## src/design/mm3_pkg.sv

```systemverilog
// Shared types, constants and helpers of the 3x3 matrix product engine.
`default_nettype none
package mm3_pkg;

	localparam int ELEMENTS = 9;
	localparam int IDX_W = 4;
	localparam int ELEM_W = 32;
	localparam int OPND_W = 33;
	localparam int PROD_W = 2 * OPND_W;
	localparam int ACC_W = 70;
	localparam int VALUE_WIDTH_DEF = 32;
	localparam int FRACTION_BITS_DEF = 16;
	localparam int DRAIN_CYCLES = 4;

	typedef enum logic [2:0] {
		MODE_AB       = 3'd0,
		MODE_COLCROSS = 3'd1,
		MODE_AHAT     = 3'd2,
		MODE_ABC      = 3'd3,
		MODE_COLNORM  = 3'd4,
		MODE_ROWNORM  = 3'd5,
		MODE_ATBC     = 3'd6,
		MODE_UNUSED   = 3'd7
	} mode_t;

	typedef enum logic [1:0] {
		SEL_A = 2'd0,
		SEL_B = 2'd1,
		SEL_C = 2'd2,
		SEL_V = 2'd3
	} opsel_t;

	typedef enum logic [1:0] {
		ST_IDLE,
		ST_CALC,
		ST_DRAIN,
		ST_EMIT
	} state_t;

	typedef enum logic [1:0] {
		DEST_RES,
		DEST_E,
		DEST_S
	} dest_t;

	// one multiply step issued by the controller
	typedef struct packed {
		logic             valid;
		logic             first;
		logic             last;
		logic             pass;
		mode_t            mode;
		logic [IDX_W-1:0] k;
		logic [1:0]       term;
	} cmd_t;

	// element load
	typedef struct packed {
		logic              we;
		opsel_t            sel;
		logic [IDX_W-1:0]  idx;
		logic [ELEM_W-1:0] value;
	} load_t;

	function automatic logic [1:0] row_of(input logic [IDX_W-1:0] k);
		logic [1:0] r;
		case (k)
			4'd0, 4'd3, 4'd6: r = 2'd0;
			4'd1, 4'd4, 4'd7: r = 2'd1;
			default:          r = 2'd2;
		endcase
		return r;
	endfunction

	function automatic logic [1:0] col_of(input logic [IDX_W-1:0] k);
		logic [1:0] c;
		case (k)
			4'd0, 4'd1, 4'd2: c = 2'd0;
			4'd3, 4'd4, 4'd5: c = 2'd1;
			default:          c = 2'd2;
		endcase
		return c;
	endfunction

	// column-major position of row r, column c
	function automatic logic [IDX_W-1:0] elem(input logic [1:0] r, input logic [1:0] c);
		return {2'b00, r} + {1'b0, c, 1'b0} + {2'b00, c};
	endfunction

endpackage
`default_nettype wire

```

## src/design/mm3_ctrl.sv

```systemverilog
// Controller: sequences multiply steps, drains and result emission.
`default_nettype none
module mm3_ctrl (
	input  wire logic                    clk,
	input  wire logic                    arst_n,
	input  wire logic                    in_valid,
	input  wire logic                    in_run,
	input  wire mm3_pkg::mode_t          in_mode,
	output logic                         in_ready,
	output logic                         out_valid,
	input  wire logic                    out_ready,
	output logic [mm3_pkg::IDX_W-1:0]    emit_idx,
	output logic                         emit_last,
	output mm3_pkg::cmd_t                cmd
);
	mm3_pkg::state_t state_q, state_d;
	mm3_pkg::mode_t  mode_q;
	logic            pass_q;
	logic [mm3_pkg::IDX_W-1:0] op_q;
	logic [1:0]      term_q;
	logic [2:0]      drain_q;
	logic [mm3_pkg::IDX_W-1:0] emit_q;
	logic            two_pass;
	logic            short_pass;
	logic [mm3_pkg::IDX_W-1:0] op_last;
	logic            run_go;

	assign two_pass = (mode_q == mm3_pkg::MODE_ABC) || (mode_q == mm3_pkg::MODE_ATBC) ||
		(mode_q == mm3_pkg::MODE_COLNORM) || (mode_q == mm3_pkg::MODE_ROWNORM);
	// first-pass dot products of the norm modes: three ops
	assign short_pass = !pass_q &&
		((mode_q == mm3_pkg::MODE_COLNORM) || (mode_q == mm3_pkg::MODE_ROWNORM));
	assign op_last = short_pass ? mm3_pkg::IDX_W'(2) : mm3_pkg::IDX_W'(mm3_pkg::ELEMENTS - 1);
	assign run_go = in_valid && in_ready && in_run;

	always_ff @(posedge clk or negedge arst_n) begin
		if (!arst_n) begin
			state_q <= mm3_pkg::ST_IDLE;
		end else begin
			state_q <= state_d;
		end
	end

	always_comb begin
		state_d   = state_q;
		in_ready  = 1'b0;
		out_valid = 1'b0;
		unique case (state_q)
			mm3_pkg::ST_IDLE: begin
				in_ready = 1'b1;
				if (in_valid && in_run) state_d = mm3_pkg::ST_CALC;
			end
			mm3_pkg::ST_CALC: begin
				if (term_q == 2'd3 && op_q == op_last) state_d = mm3_pkg::ST_DRAIN;
			end
			mm3_pkg::ST_DRAIN: begin
				if (drain_q == 3'(mm3_pkg::DRAIN_CYCLES - 1)) begin
					state_d = (two_pass && !pass_q) ? mm3_pkg::ST_CALC : mm3_pkg::ST_EMIT;
				end
			end
			mm3_pkg::ST_EMIT: begin
				out_valid = 1'b1;
				if (out_ready && emit_last) state_d = mm3_pkg::ST_IDLE;
			end
			default: state_d = mm3_pkg::ST_IDLE;
		endcase
	end

	always_ff @(posedge clk or negedge arst_n) begin
		if (!arst_n) begin
			mode_q  <= mm3_pkg::MODE_AB;
			pass_q  <= 1'b0;
			op_q    <= '0;
			term_q  <= '0;
			drain_q <= '0;
			emit_q  <= '0;
		end else begin
			if (run_go) begin
				mode_q <= in_mode;
				pass_q <= 1'b0;
				op_q   <= '0;
				term_q <= '0;
				emit_q <= '0;
			end
			if (state_q == mm3_pkg::ST_CALC) begin
				term_q <= term_q + 2'd1;
				if (term_q == 2'd3) begin
					op_q <= (op_q == op_last) ? '0 : op_q + 1'b1;
				end
				drain_q <= '0;
			end
			if (state_q == mm3_pkg::ST_DRAIN) begin
				drain_q <= drain_q + 3'd1;
				if (drain_q == 3'(mm3_pkg::DRAIN_CYCLES - 1)) pass_q <= 1'b1;
			end
			if (state_q == mm3_pkg::ST_EMIT && out_ready) begin
				emit_q <= emit_q + 1'b1;
			end
		end
	end

	assign emit_idx  = emit_q;
	assign emit_last = (emit_q == mm3_pkg::IDX_W'(mm3_pkg::ELEMENTS - 1));

	always_comb begin
		cmd       = '0;
		cmd.valid = (state_q == mm3_pkg::ST_CALC);
		cmd.first = (term_q == 2'd0);
		cmd.last  = (term_q == 2'd3);
		cmd.pass  = pass_q;
		cmd.mode  = mode_q;
		cmd.k     = op_q;
		cmd.term  = term_q;
	end

	a_no_overlap: assert property (@(posedge clk) disable iff (!arst_n)
		!(in_ready && out_valid)) else $error("input and output open together");
	a_back_idle: assert property (@(posedge clk) disable iff (!arst_n)
		out_valid && out_ready && emit_last |=> in_ready) else $error("no return to idle");
	a_op_range: assert property (@(posedge clk) disable iff (!arst_n)
		cmd.valid |-> op_q <= mm3_pkg::IDX_W'(mm3_pkg::ELEMENTS - 1)) else $error("op index");
	a_emit_range: assert property (@(posedge clk) disable iff (!arst_n)
		out_valid |-> emit_q <= mm3_pkg::IDX_W'(mm3_pkg::ELEMENTS - 1)) else $error("emit index");

endmodule
`default_nettype wire

```

## config.mk

```make
export PLATFORM = sky130hd
export DESIGN_NAME = mm3_ctrl
export DESIGN_NICKNAME = d
export VERILOG_FILES = /design/src/design/mm3_pkg.sv /design/src/design/mm3_ctrl.sv
export SDC_FILE = /design/constraint.sdc
export NUM_CORES = 1
export LEC_CHECK = 0
export ABC_CLOCK_PERIOD_IN_PS = 4600
export BUFFER_PORTS_ARGS = -buffer_cell sky130_fd_sc_hd__buf_2
export CAP_MARGIN = 10
export CORE_MARGIN = 5
export CORE_UTILIZATION = 58
export CTS_BUF_LIST = sky130_fd_sc_hd__clkbuf_8
export CTS_CLUSTER_DIAMETER = 50
export DETAILED_ROUTE_END_ITERATION = 16
export MAX_ROUTING_LAYER = met4
export PLACE_DENSITY_LB_ADDON = 0.12
export SKIP_LAST_GASP = 1
export SYNTH_ARGS = -nofsm -noshare
export SYNTH_HDL_FRONTEND = slang
export SYNTH_SLANG_ARGS = --single-unit
```

## constraint.sdc

```tcl
create_clock -name clk -period 4.6 [get_ports clk]
set_input_delay 0.92 -clock clk [delete_from_list [all_inputs] [get_ports clk]]
set_output_delay 0.92 -clock clk [all_outputs]
set_load 0.01 [all_outputs]
```

Yosys cells after proc, flatten, opt, wreduce, memory -nomap -nowiden
Index checks and enable logic that the tools add are counted.
{ "totals": {"register_bits": 19, "out_inout_bits": 20} }
{ "op_classes": {"n_addsub": 4, "eq_ne": 15, "mux": 22, "n_reduce_logical": 19} }
{ "op_table": {"columns": ["op", "n"], "rows": [
  ["$mux 4", 7],
  ["$mux 2", 7],
  ["$eq 3x3->1 const B", 3],
  ["$add 4x1->4 const B", 2],
  ["$logic_and 1x1->1", 8],
  ["$pmux 2 s4", 1],
  ["$eq 2x2->1 const B", 3],
  ["$eq 3x2->1 const B", 2],
  ["$mux 3", 2],
  ["$ne 2x2->1 const B", 3],
  ["$reduce_bool 2->1", 3],
  ["$mux 1", 5],
  ["$eq 4x4->1", 1],
  ["$eq 4x4->1 const B", 1],
  ["$logic_not 2->1", 2],
  ["$logic_or 1x1->1", 4],
  ["$reduce_and 4->1", 1],
  ["$add 3x1->3 const B", 1],
  ["$add 2x1->2 const B", 1],
  ["$eq 2x1->1 const B", 1],
  ["$ne 2x1->1 const B", 1],
  ["$logic_not 1->1", 1]
]} }

Depth between registers and ports, before layout
Gate-level depths: netlist of run 1.
{ "depth": {"depth_word": 8, "mapped_depth": 7, "mapped_depth_nobuf": 6} }

Worst setup path before layout of run 1
OpenSTA, ideal clock, no wires.
{ "synth_path": {"path_type": "input -> register", "startpoint": "input port out_ready", "endpoint": "register state_q[1]", "setup_time_ns": 0.101, "t_arrival_ns": 1.808, "slack_ns": 2.691, "stages": 4, "path_cell_list": "nand4b_1 > a221o_1 > a211o_1 > o311ai_2"} }
{ "synth_via": {"elab_chain_cells": 3} }
{ "synth_lines": {"columns": ["element", "line_no", "rtl"], "rows": [
  ["start, declared", "mm3_ctrl.sv:11", "input wire logic out_ready,"],
  ["$logic_and 1x1->1", "mm3_ctrl.sv:63", "if (out_ready && emit_last) state_d = mm3_pkg::ST_IDLE;"],
  ["$ne 2x2->1 (no source line)", null, null],
  ["$reduce_and 4->1 (no source line)", null, null],
  ["end signal, assigned", "mm3_ctrl.sv:38", "state_q <= mm3_pkg::ST_IDLE;"],
  ["end signal, assigned", "mm3_ctrl.sv:40", "state_q <= state_d;"],
  ["end, declared", "mm3_ctrl.sv:16", "mm3_pkg::state_t state_q, state_d;"]
]} }
No other way between the ends.
A chain may end at the register's enable or synchronous reset.

==> results of run 1 <==
[final timing paths]
kind                               end  slack, ns       start  depth (start not counted)
hold reg to reg             drain_q[2]       0.55  drain_q[2]                          2
setup / recovery               cmd[12]       2.31  state_q[1]                          3
min in group asynchronous  emit_idx[0]       0.59      arst_n                          1
setup reg to reg               op_q[2]       2.66  state_q[1]                          6
max in group asynchronous      op_q[3]       3.71      arst_n                          1
hold / removal              drain_q[2]       0.55  drain_q[2]                          2
[metrics by stage]
stage / hold slack [ns] / util
final: 0.545 / 0.733
after global routing: 0.601 / 0.733
after CTS: 0.555 / 0.733
after detailed placement: 0.536 / 0.708
after global placement: 0.520 / 0.708
after floorplan: 0.502 / -
[per-layer routing]
layer / wire [um] / vias up
met2: 1020 / 28
met3: 131 / 7
met1: 947 / 414
met5: 0 / -
li1: - / 443
met4: 52 / 0
[cells by family after synthesis]
| logic type | after synthesis | synth area share |
|---|---|---|
| XOR/XNOR | 2 | 0.0162 |
| multiplexers | 5 | 0.0497 |
| AND/OR/NAND/NOR | 37 | 0.174 |
| flip-flops | 19 | 0.439 |
| buffers and inverters | 15 | 0.0554 |
| AO/OA/AOI/OAI | 22 | 0.139 |
| adder cells (fa/ha/maj) | 11 | 0.127 |
[power groups by stage]
stage / Combinational [mW] / Sequential, mW / Clock (mW)
after global placement: 0.411 / 0.314 / 0
after floorplan: 0.276 / 0.330 / 0
after CTS: 0.429 / 0.317 / 0.113
after detailed placement: 0.427 / 0.319 / 0
final: 0.422 / 0.317 / 0.111
after global routing: 0.473 / 0.334 / 0.122
[registers in the layout (all words and copies together) (netlist names)]
name,flops
pass_q,1
mode_q,3
op_q,4
drain_q,3
state_q,2
emit_idx,4
term_q,2
[cell type report]
cell class	instances	share of cell area
clock buffer	3	0.0323
sequential	19	0.371
timing repair buffer	27	0.106
tap	25	0.0244
multi-input combinational	77	0.428
inverter	12	0.0352
clock inverter	1	0.00293
[critical path, delay by kind of cell, from the launching register on]
| kind | cells | cell delay [ns] |
|---|---|---|
| adders and majority gates | 1 | 0.34 |
| buffers and inverters | 2 | 0.31 |
| DFF | 1 | 0.47 |
[Yosys cell counts]
master	instances
dfrtp_1	19
inv_1	12
nand3_1	12
o21ai_0	12
ha_1	11
nand2_1	11
nor2_1	4
mux2_2	3
clkbuf_1	2
mux2i_1	2
nand3b_1	2
nand4_1	2
nor4b_1	2
o211ai_1	2
a211o_1	1
a21bo_2	1
a21boi_0	1
a21oi_1	1
a221o_1	1
a22o_1	1
a2bb2oi_1	1
buf_4	1
nand4b_1	1
nor2b_1	1
nor3_1	1
nor3b_1	1
o311ai_2	1
xnor2_1	1
xor2_1	1
==> impl_summary.md, run 1 <==
Outcome
The run finished with clean final reports.

Placed design
The placer congestion estimate is around 0.82. The worst slack after detailed placement is 2.45 ns. The number of buffers added on ports is 27. The wire-length estimate of the detail-placed layout is ~1.6 mm. The total cell area at the placement stage is between 0.001 and 0.0015 sq mm. The post-placement cell count is 160.

Detailed routing
The number of violations reported at the end of detailed-routing iteration 0 is 24. The total via count after detailed routing is 892. The pre-antenna-repair detailed-routing pass consisted of 4 iterations.

The routed wire length per instance is 13.1 um. Dividing the detail-routed via count by the number of cells gives approximately 5.4. The detailed-route DRC error count is 0. The final wirelength is between 2 and 2.5 mm.

Once detail routing completed, the nets flagged for antenna violations numbered 0.

Setup path
The critical path is of the flip-flop to output pin type. Of all nets on the critical path, the largest fanout is 10. Data on the critical path arrives at its endpoint at approximately 1.4 ns. The worst setup path is captured at an output pin. The slowest cell on the critical path is dfrtp_1. The signal on the critical path passes through inv_1 > ha_1 > buf_2.

The longest individual stage delay on the worst path is 0.47 ns. The type of origin of the critical path is a flip-flop. The endpoint required time on the critical path is ~3.7 ns.

Finish
The net count of the finished layout is ~160. The library cell used most frequently in the layout, excluding fill and tap cells, is buf_2. Summing all flip-flop and latch instances after layout gives roughly 480 sq um.

The layout filler cell count is approximately 140. After the flow finishes, the layout carries non-filler instances totaling 164. The number of antenna diodes in the final layout is 0. The area added between synthesis and finish is 18.1%.

The top cell types in the final layout, fill and taps aside, are 27 x buf_2, 19 x dfrtp_1, 13 x inv_1. With fillers left out, the area of the finished cells amounts to about 0.0013 sq mm. The combined area of the multi-input logic cells is 548 sq um.

In the final layout, the share of cells above drive strength 1 is 0.252.

Power
The worst voltage drop across the vdd grid is roughly 0.00034 V. The leakage dissipation is around 0.65 nW. Of the total power, combinational logic draws 0.496. Dividing total power by cell area gives a power density of approximately 660 mW/mm^2. The part of the total power dissipated in sequential elements is 0.373. The relative contribution of the clock network to total power is 0.131. The internal power of the cells is a little under 0.5 mW. Of the total power, the share spent switching nets is 0.428. The design draws between 0.8 and 0.9 mW.

The switching power is 0.364 mW.

Synth
After synthesis the netlist holds a flip-flop and latch count of 19. The total nets after synthesis is 130. Counting every instance in the synthesized netlist gives ~110.

In this run the cell area of the synthesized design comes to roughly 0.0011 sq mm. In this run the mean area of a mapped cell was 9.76 sq um. The cell type with the highest aggregate area in the netlist is dfrtp_1. Of the post-synthesis cell area, the dominant cell type holds 0.439. The number of different library cells used by synthesis comes to 29. The share of the Yosys chip area taken by registers is 0.439. By area the synthesized netlist is led by dfrtp_1 44%, ha_1 13%, nand3_1 5.5%. The count of yosys warnings during synthesis is 0.

Clock tree
CTS built an H-tree with a depth of 1. The count of cells resized by post-cts repair is 0. The cell sitting at the root of the clock tree is a clkbuf_8. Buffers added to address setup during post-CTS repair amount to 0. The number of buffers between clock root and the deepest sink is 2. The register clock-pin slew on the reported worst setup and hold paths is 0.06 ns. Buffers inserted during clock tree synthesis total 3. The clock latency of the later-clocked register in the worst-skew pair is roughly 0.25 ns. For this design, the CTS-stage hold fixing added 0 buffers. The CTS tree is yes.

For this design, the sink count on the clock tree is 19.

Global routing
In the global route stage, overall resource usage came out at 0.183. Entering global routing, the biggest net connects 20 pins. For this run, global-route usage on met3 was measured as 0.0310. The initial antenna violation count is 0. The busiest layer in global routing is met2.

In the global route stage, met1 resource usage came out at 0.228. The total grt overflow is 0. The met2 track demand over resource is 0.288. The first global-routing pass estimated 3.65 mm of wire.

The number of global-route vias before repair is ~850.

STA
Based on the critical path, the design can be clocked at up to 0.436 GHz. The total negative slack for setup checks is 0 ns. Setup repair after global routing left no endpoint under its margin. At the pin with the least slew margin, the transition time is approximately 0.47 ns. The count of final hold-check violations is 0. Setup violations remaining at the end of the flow were counted as 0. Setup slack on the critical path of the routed design comes to 2.31 ns. The max-slew violation count is 0. Measured against its own limit, the worst slew margin works out to 0.685. The largest clock skew in the final design is between 0.002 and 0.003 ns. After layout, the minimum clock period comes to between 2 and 2.5 ns.

The final critical-path share of the clock period is 0.498.

Floorplanning
The starting utilization of the core area is 0.621. The region available for standard cell placement spans ~0.0017 sq mm. The overall die height is about 53 um.

After floorplanning, the core was divided into 15 placement rows. The width of the die is between 50 and 60 um. The die covers ~0.0028 sq mm. The number of placed I/O pins is 28.

Hold path
The type of the worst min-delay path is flip-flop to flip-flop.

Run
The number of max-cap violations is 0.
Power figures use the tool's default switching activity.
==> run 2, diff against run 1 <==
--- a/config.mk
+++ b/config.mk
@@ -5,11 +5,11 @@
 export SDC_FILE = /design/constraint.sdc
 export NUM_CORES = 1
 export LEC_CHECK = 0
-export ABC_CLOCK_PERIOD_IN_PS = 4600
+export ABC_CLOCK_PERIOD_IN_PS = 2100
 export BUFFER_PORTS_ARGS = -buffer_cell sky130_fd_sc_hd__buf_2
 export CAP_MARGIN = 10
 export CORE_MARGIN = 5
-export CORE_UTILIZATION = 58
+export CORE_UTILIZATION = 49
 export CTS_BUF_LIST = sky130_fd_sc_hd__clkbuf_8
 export CTS_CLUSTER_DIAMETER = 50
 export DETAILED_ROUTE_END_ITERATION = 16
==> constraint.sdc (replaced) <==
create_clock -name clk -period 2.1 [get_ports clk]
set_input_delay 0.42 -clock clk [delete_from_list [all_inputs] [get_ports clk]]
set_output_delay 0.42 -clock clk [all_outputs]
set_load 0.01 [all_outputs]
==> impl_summary.md, run 2 (synthesis results as in run 1) <==
Outcome
The run finished with clean final reports.

Detailed routing
The number of optimization iterations in the first detailed-route pass was 4 (unchanged). The total via count after detailed routing is 873 (-2.1%). The routed wire length per instance is 12.7 um (-3.6%). The residual antenna-violating net count after detailed routing came to 0 (unchanged).

The routed via count divided by cell count came to 5.20 (-4.5%). The final wirelength is 2.13 mm (-1.3%). The number of violations reported at the end of detailed-routing iteration 0 is 12 (-50%).

The detailed-route DRC error count was 0 (unchanged).

Floorplanning
The number of placed I/O pins was 28 (unchanged). The area of the core is 0.00217 sq mm (+24%). The overall die height was 57.0 um (+7.1%). The overall die area is 0.00325 sq mm (+15%).

The starting utilization of the core area came to 0.499 (-0.121). The number of cell rows is 17 (+2). The width of the die is 57.0 um (+7.1%).

Power
The total design power is 1.87 mW (+120%). The leakage dissipation was 0.652 nW (+0.44%). The power density over cell area is 1450 mW/mm^2 (+120%). The worst voltage drop across the vdd grid came to 0.000750 V (+120%).

Global routing
The overall routing resource usage is 0.140 (-0.0424). The number of global-route vias before repair came to 845 (-0.82%). The first-pass GRT wire length is 3.58 mm (-1.9%). The initial antenna violation count came to 0 (unchanged). The total grt overflow is 0 (unchanged). The largest net degree at the start of global routing is 20 (unchanged).

STA
The worst slack on hold paths is 0.0927 ns (-0.453 ns). The time the worst path needs with I/O delays and setup is between 1.5 and 2 ns. The number of setup violations in the final report is 0 (unchanged). The worst slew margin relative to its limit is 0.697 (+0.0115). The maximum clock frequency is between 0.5 and 0.6 GHz. The measured slew at the worst slew-check pin is 0.451 ns (-0.0199 ns). The max-slew violation count is 0 (unchanged). The largest clock skew in the final design is 0.000995 ns (-0.00181 ns).

The total negative slack for setup checks is 0 ns (unchanged). Setup repair after global routing left no endpoint under its margin. The final critical-path share of the clock period is 0.878. The count of final hold-check violations is 0 (unchanged).

Placed design
The half-perimeter wire length of the detailed placement result is 1.65 mm (+0.40%). The number of buffers added on ports is 27 (unchanged). The total cell area at the placement stage is 0.00125 sq mm (+0.91%). The post-placement cell count is 164 (+2.5%).

The placer congestion estimate is 0.785 (-4.8%).

Clock tree
The sink count of the clock tree was 19 (unchanged). The number of H-tree branching levels was 1 (unchanged). The hold buffer count at CTS is 0 (unchanged). The number of buffers between clock root and the deepest sink was 2 (unchanged). Clock tree synthesis selected as its root buffer the cell clkbuf_8. The clock latency of the later-clocked register in the worst-skew pair was 0.25 ns (about the same).

The number of buffers created by CTS is 3 (unchanged). The count of cells resized by post-cts repair is 0 (unchanged). TritonCTS built the clock tree.

The number of setup buffers added after CTS is 0 (unchanged). The register clock-pin slew on the reported worst setup and hold paths is 0.07 ns (about the same).

Setup path
The critical path capture point type is a flip-flop. The maximum net fanout on the critical path is 7 (-3). The worst reg2reg path depth is 6 (unchanged). The kind of critical path is flip-flop to flip-flop.

The type of origin of the critical path is a flip-flop. The data arrival time of the critical path is 2.00 ns (+0.63 ns). The endpoint required time on the critical path is 2.25 ns (-1.43 ns).

Hold path
The type of the worst min-delay path is input pin to async pin.

Finish
The number of nets in the layout is 160 (+0.63%). The final standard cell count with taps included and fillers excluded is 168 (+2.4%). The post-layout instance area is 0.00129 sq mm (+0.98%). Relative to the synthesized area, the layout overhead comes to 19.3%. The most common cell after layout, fill and taps aside is buf_2. The top cell types in the final layout, fill and taps aside, are 27 x buf_2, 19 x dfrtp_1, 12 x inv_1, 12 x nand3_1, 12 x o21ai_0. The fraction of layout cells with a size suffix above 1 is 0.264 (+0.0125). The number of inserted diodes came to 0 (unchanged).

Run
The number of max-cap violations is 0 (unchanged).
==> run 2: area by class of cell <==
cell class | count | area [sq um]
timing repair buffer | 28 | 143
clock inverter | 1 | 5.00
inverter | 12 | 45.0
clock buffer | 3 | 41.3
tap | 28 | 35.0
fill | 210 | 877
multi-input combinational | 77 | 548
sequential | 19 | 475
==> run 2: critical path, stage by stage, from the launching register on <==
cell	delay [ns]
dfrtp_1	0.38
inv_1	0.10
ha_1	0.28
nor2b_1	0.16
a221o_1	0.28
a211o_1	0.32
o311ai_2	0.23
==> run 2: path summary, 6_finish.rpt <==
path	slack (ns)	from	endpoint
max in group asynchronous	1.71	arst_n	drain_q[2]
min in group clk	0.39	in_mode[1]	mode_q[1]
min	0.09	arst_n	mode_q[1]
max reg2reg	0.26	state_q[0]	state_q[1]
min reg2reg	0.54	drain_q[1]	drain_q[1]
max	0.26	state_q[0]	state_q[1]
==> run 2: per-layer routing <==
metal	track usage	share of wire	vias up
li1	-	-	446
met1	0.184	0.48	403
met2	0.219	0.47	20
met3	0.0385	0.049	4
met4	0.0298	0.0080	0
met5	-	0	-
==> run 2: where the power goes <==
group | internal [mW] | total (mW) | switching [mW]
sequential | 0.516 | 0.695 | 0.179
combinational | 0.422 | 0.920 | 0.499
clock | 0.132 | 0.253 | 0.121
==> run 2: metrics by stage <==
stage	setup WS, ns	util
floorplan	0.407	-
global placement	0.354	0.574
detailed placement	0.244	0.574
CTS	0.228	0.596
global route	0.125	0.596
finish	0.257	0.596
==> run 3, diff against run 2 <==
--- a/config.mk
+++ b/config.mk
@@ -19,3 +19,4 @@
 export SYNTH_ARGS = -nofsm -noshare
 export SYNTH_HDL_FRONTEND = slang
 export SYNTH_SLANG_ARGS = --single-unit
+export TNS_END_PERCENT = 20
==> constraint.sdc (replaced) <==
create_clock -name clk -period 2.1 [get_ports clk]
set_input_delay 0.42 -clock clk [delete_from_list [all_inputs] [get_ports clk]]
set_output_delay 0.42 -clock clk [all_outputs]
set_load 0.1 [all_outputs]
==> impl_summary.md, run 3 (synthesis results as in run 1) <==
Detailed routing
The final wirelength was 2.16 mm (+1.6%). The total via count after detailed routing is 895 (+2.5%). The detailed-route DRC error count is 0 (unchanged). The routed wire length per instance is 12.9 um (+1.6%).

The residual antenna-violating net count after detailed routing is 0 (unchanged). The number of violations reported at the end of detailed-routing iteration 0 is 9 (-3). The routed via count divided by cell count was 5.33 (+2.5%). The number of optimization iterations in the first detailed-route pass is 4 (unchanged).

Clock tree
The number of buffers between clock root and the deepest sink is 2 (unchanged). The register clock-pin slew on the reported worst setup and hold paths is 0.07 ns (about the same). TritonCTS built the clock tree. The number of buffers created by CTS is 3 (unchanged). The sink count of the clock tree is 19 (unchanged). Clock tree synthesis selected as its root buffer the cell clkbuf_8. The number of setup buffers added after CTS was 0 (unchanged). The hold buffer count at CTS is 0 (unchanged). The clock latency of the later-clocked register in the worst-skew pair is 0.25 ns (about the same). The count of cells resized by post-cts repair is 0 (unchanged). The number of H-tree branching levels is 1 (unchanged).

Global routing
The total grt overflow is 0 (unchanged). The first-pass GRT wire length is 3.66 mm (+2.1%). The largest net degree at the start of global routing is 20 (unchanged).

The overall routing resource usage is 0.143 (+0.00304). The initial antenna violation count was 0 (unchanged). The number of global-route vias before repair is 861 (+1.9%).

Finish
The fraction of the core area covered by cells at the end of the flow is 0.603 (+0.00750). The area growth from synthesis to layout is 20.8%. The number of nets in the layout is 160 (unchanged). The fraction of layout cells with a size suffix above 1 was 0.300 (+0.0357). The combined area of the multi-input logic cells is 563 sq um (+2.7%).

The post-layout instance area is 0.00131 sq mm (+1.3%). The library cells used most frequently in the layout, excluding fill and tap cells, are 27 x buf_2, 17 x dfrtp_1, 13 x inv_1. The sequential cell area is 478 sq um (+0.53%). The layout filler cell count is 201 (-4.3%).

The most common cell after layout, fill and taps aside is buf_2. The number of inserted diodes came to 0 (unchanged).

Floorplanning
The overall die area is 0.00325 sq mm (unchanged). The number of placed I/O pins is 28 (unchanged). The overall die height is 57.0 um (unchanged).

The starting utilization of the core area is 0.499 (unchanged). The width of the die is 57.0 um (unchanged). The area of the core is 0.00217 sq mm (unchanged). The number of cell rows is 17 (unchanged).

Setup path
The critical path capture point type is an output pin. Traced cell by cell, the critical path runs through inv_1 > ha_2 > buf_2. The worst reg2reg path depth is 6 (unchanged).

The worst-case register-to-register setup slack is 0.26 ns (about the same). The slowest cell on the critical path is dfrtp_1. The end of the critical path is cmd[12]. The critical path is of the flip-flop to output pin type.

The longest individual stage delay on the worst path came to 0.46 ns (+0.08 ns). The maximum net fanout on the critical path is 10 (+3). The type of origin of the critical path is a flip-flop. The timing startpoint of the critical path is state_q[1]. In this run the critical register-to-register path is launched from state_q[0]. The data arrival time of the critical path is 1.57 ns (-0.43 ns). The worst register-to-register path ends at state_q[1]. The endpoint required time on the critical path is 1.68 ns (-0.57 ns).

Placed design
The half-perimeter wire length of the detailed placement result came to 1.64 mm (-0.59%). The placer congestion estimate is 0.718 (-8.5%). The number of buffers added on ports came to 27 (unchanged). The total cell area at the placement stage is 0.00126 sq mm (+1.4%). The worst slack after detailed placement is 0.277 ns (+0.0335 ns).

STA
The worst slack on hold paths is 0.106 ns (+0.0131 ns). The count of final hold-check violations is 0 (unchanged). The final critical-path share of the clock period is 0.945 (+0.0678).

The number of setup violations in the final report is 0 (unchanged). The max-slew violation count was 0 (unchanged). Setup repair after global routing left no endpoint under its margin. The measured slew at the worst slew-check pin came to 0.491 ns (+0.0404 ns). The worst slew margin relative to its limit is 0.675 (-0.0220).

The worst path setup slack after routing is 0.115 ns (-0.142 ns). The time the worst path needs with I/O delays and setup came to 1.99 ns (+0.142 ns). The largest clock skew in the final design came to 0.00202 ns (+0.00103 ns). The maximum clock frequency is 0.504 GHz (-7.2%).

Outcome
The run finished with clean final reports.

Hold path
In this run the worst hold path is classified as input pin to async pin.

Run
The number of max-cap violations is 0 (unchanged).
-- run 3: changes by cell type in the layout (fill, tap and decap cells not counted) --
cell / delta
nor2_4: +1
ha_1: -3
nor2_1: -1
clkinv_2: -1
ha_2: +3
dfrtp_1: -2
inv_1: +1
dfrtp_2: +2
-- run 3: critical path, delay by kind of cell, from the launching register on --
family	cells	cell delay (ns)
buffers and inverters	2	0.57
DFF	1	0.46
adders and majority gates	1	0.28
-- run 3: worst min-delay path by stage --
| stage | slack (ns) | to | start | cells past startpoint |
|---|---|---|---|---|
| after CTS | 0.12 | state_q[0] | arst_n | 1 |
| after detailed placement | 0.39 | mode_q[1] | arst_n | 1 |
| after floorplan | 0.12 | drain_q[0] | arst_n | 0 |
| after global routing | 0.13 | op_q[2] | arst_n | 1 |
| after global placement | 0.38 | mode_q[1] | arst_n | 1 |
| final | 0.11 | term_q[1] | arst_n | 1 |
-- run 3: metrics by stage --
step           setup TNS, ns  instances
6_report                   0        168
5_1_grt                    0        168
4_1_cts                    0        168
3_5_place_dp               0        164
3_3_place_gp               0        164
2_1_floorplan       -0.00973        111
-- run 3: cell type report --
class	count	share of cell area
timing repair buffer	28	0.109
clock inverter	1	0.00287
sequential	19	0.365
tap	28	0.0268
multi-input combinational	77	0.430
clock buffer	3	0.0315
inverter	12	0.0344
-- run 3: per-layer routing --
layer / GRT usage / wire length [um] / vias to the layer above
li1: - / - / 447
met1: 0.173 / 1010 / 430
met2: 0.243 / 1040 / 16
met3: 0.0294 / 97 / 2
met4: 0.0397 / 16 / 0
met5: - / 0 / -
Power of run 3 is not shown: default switching activity piles up to over one toggle a cycle in this logic, so the estimate is an artifact.
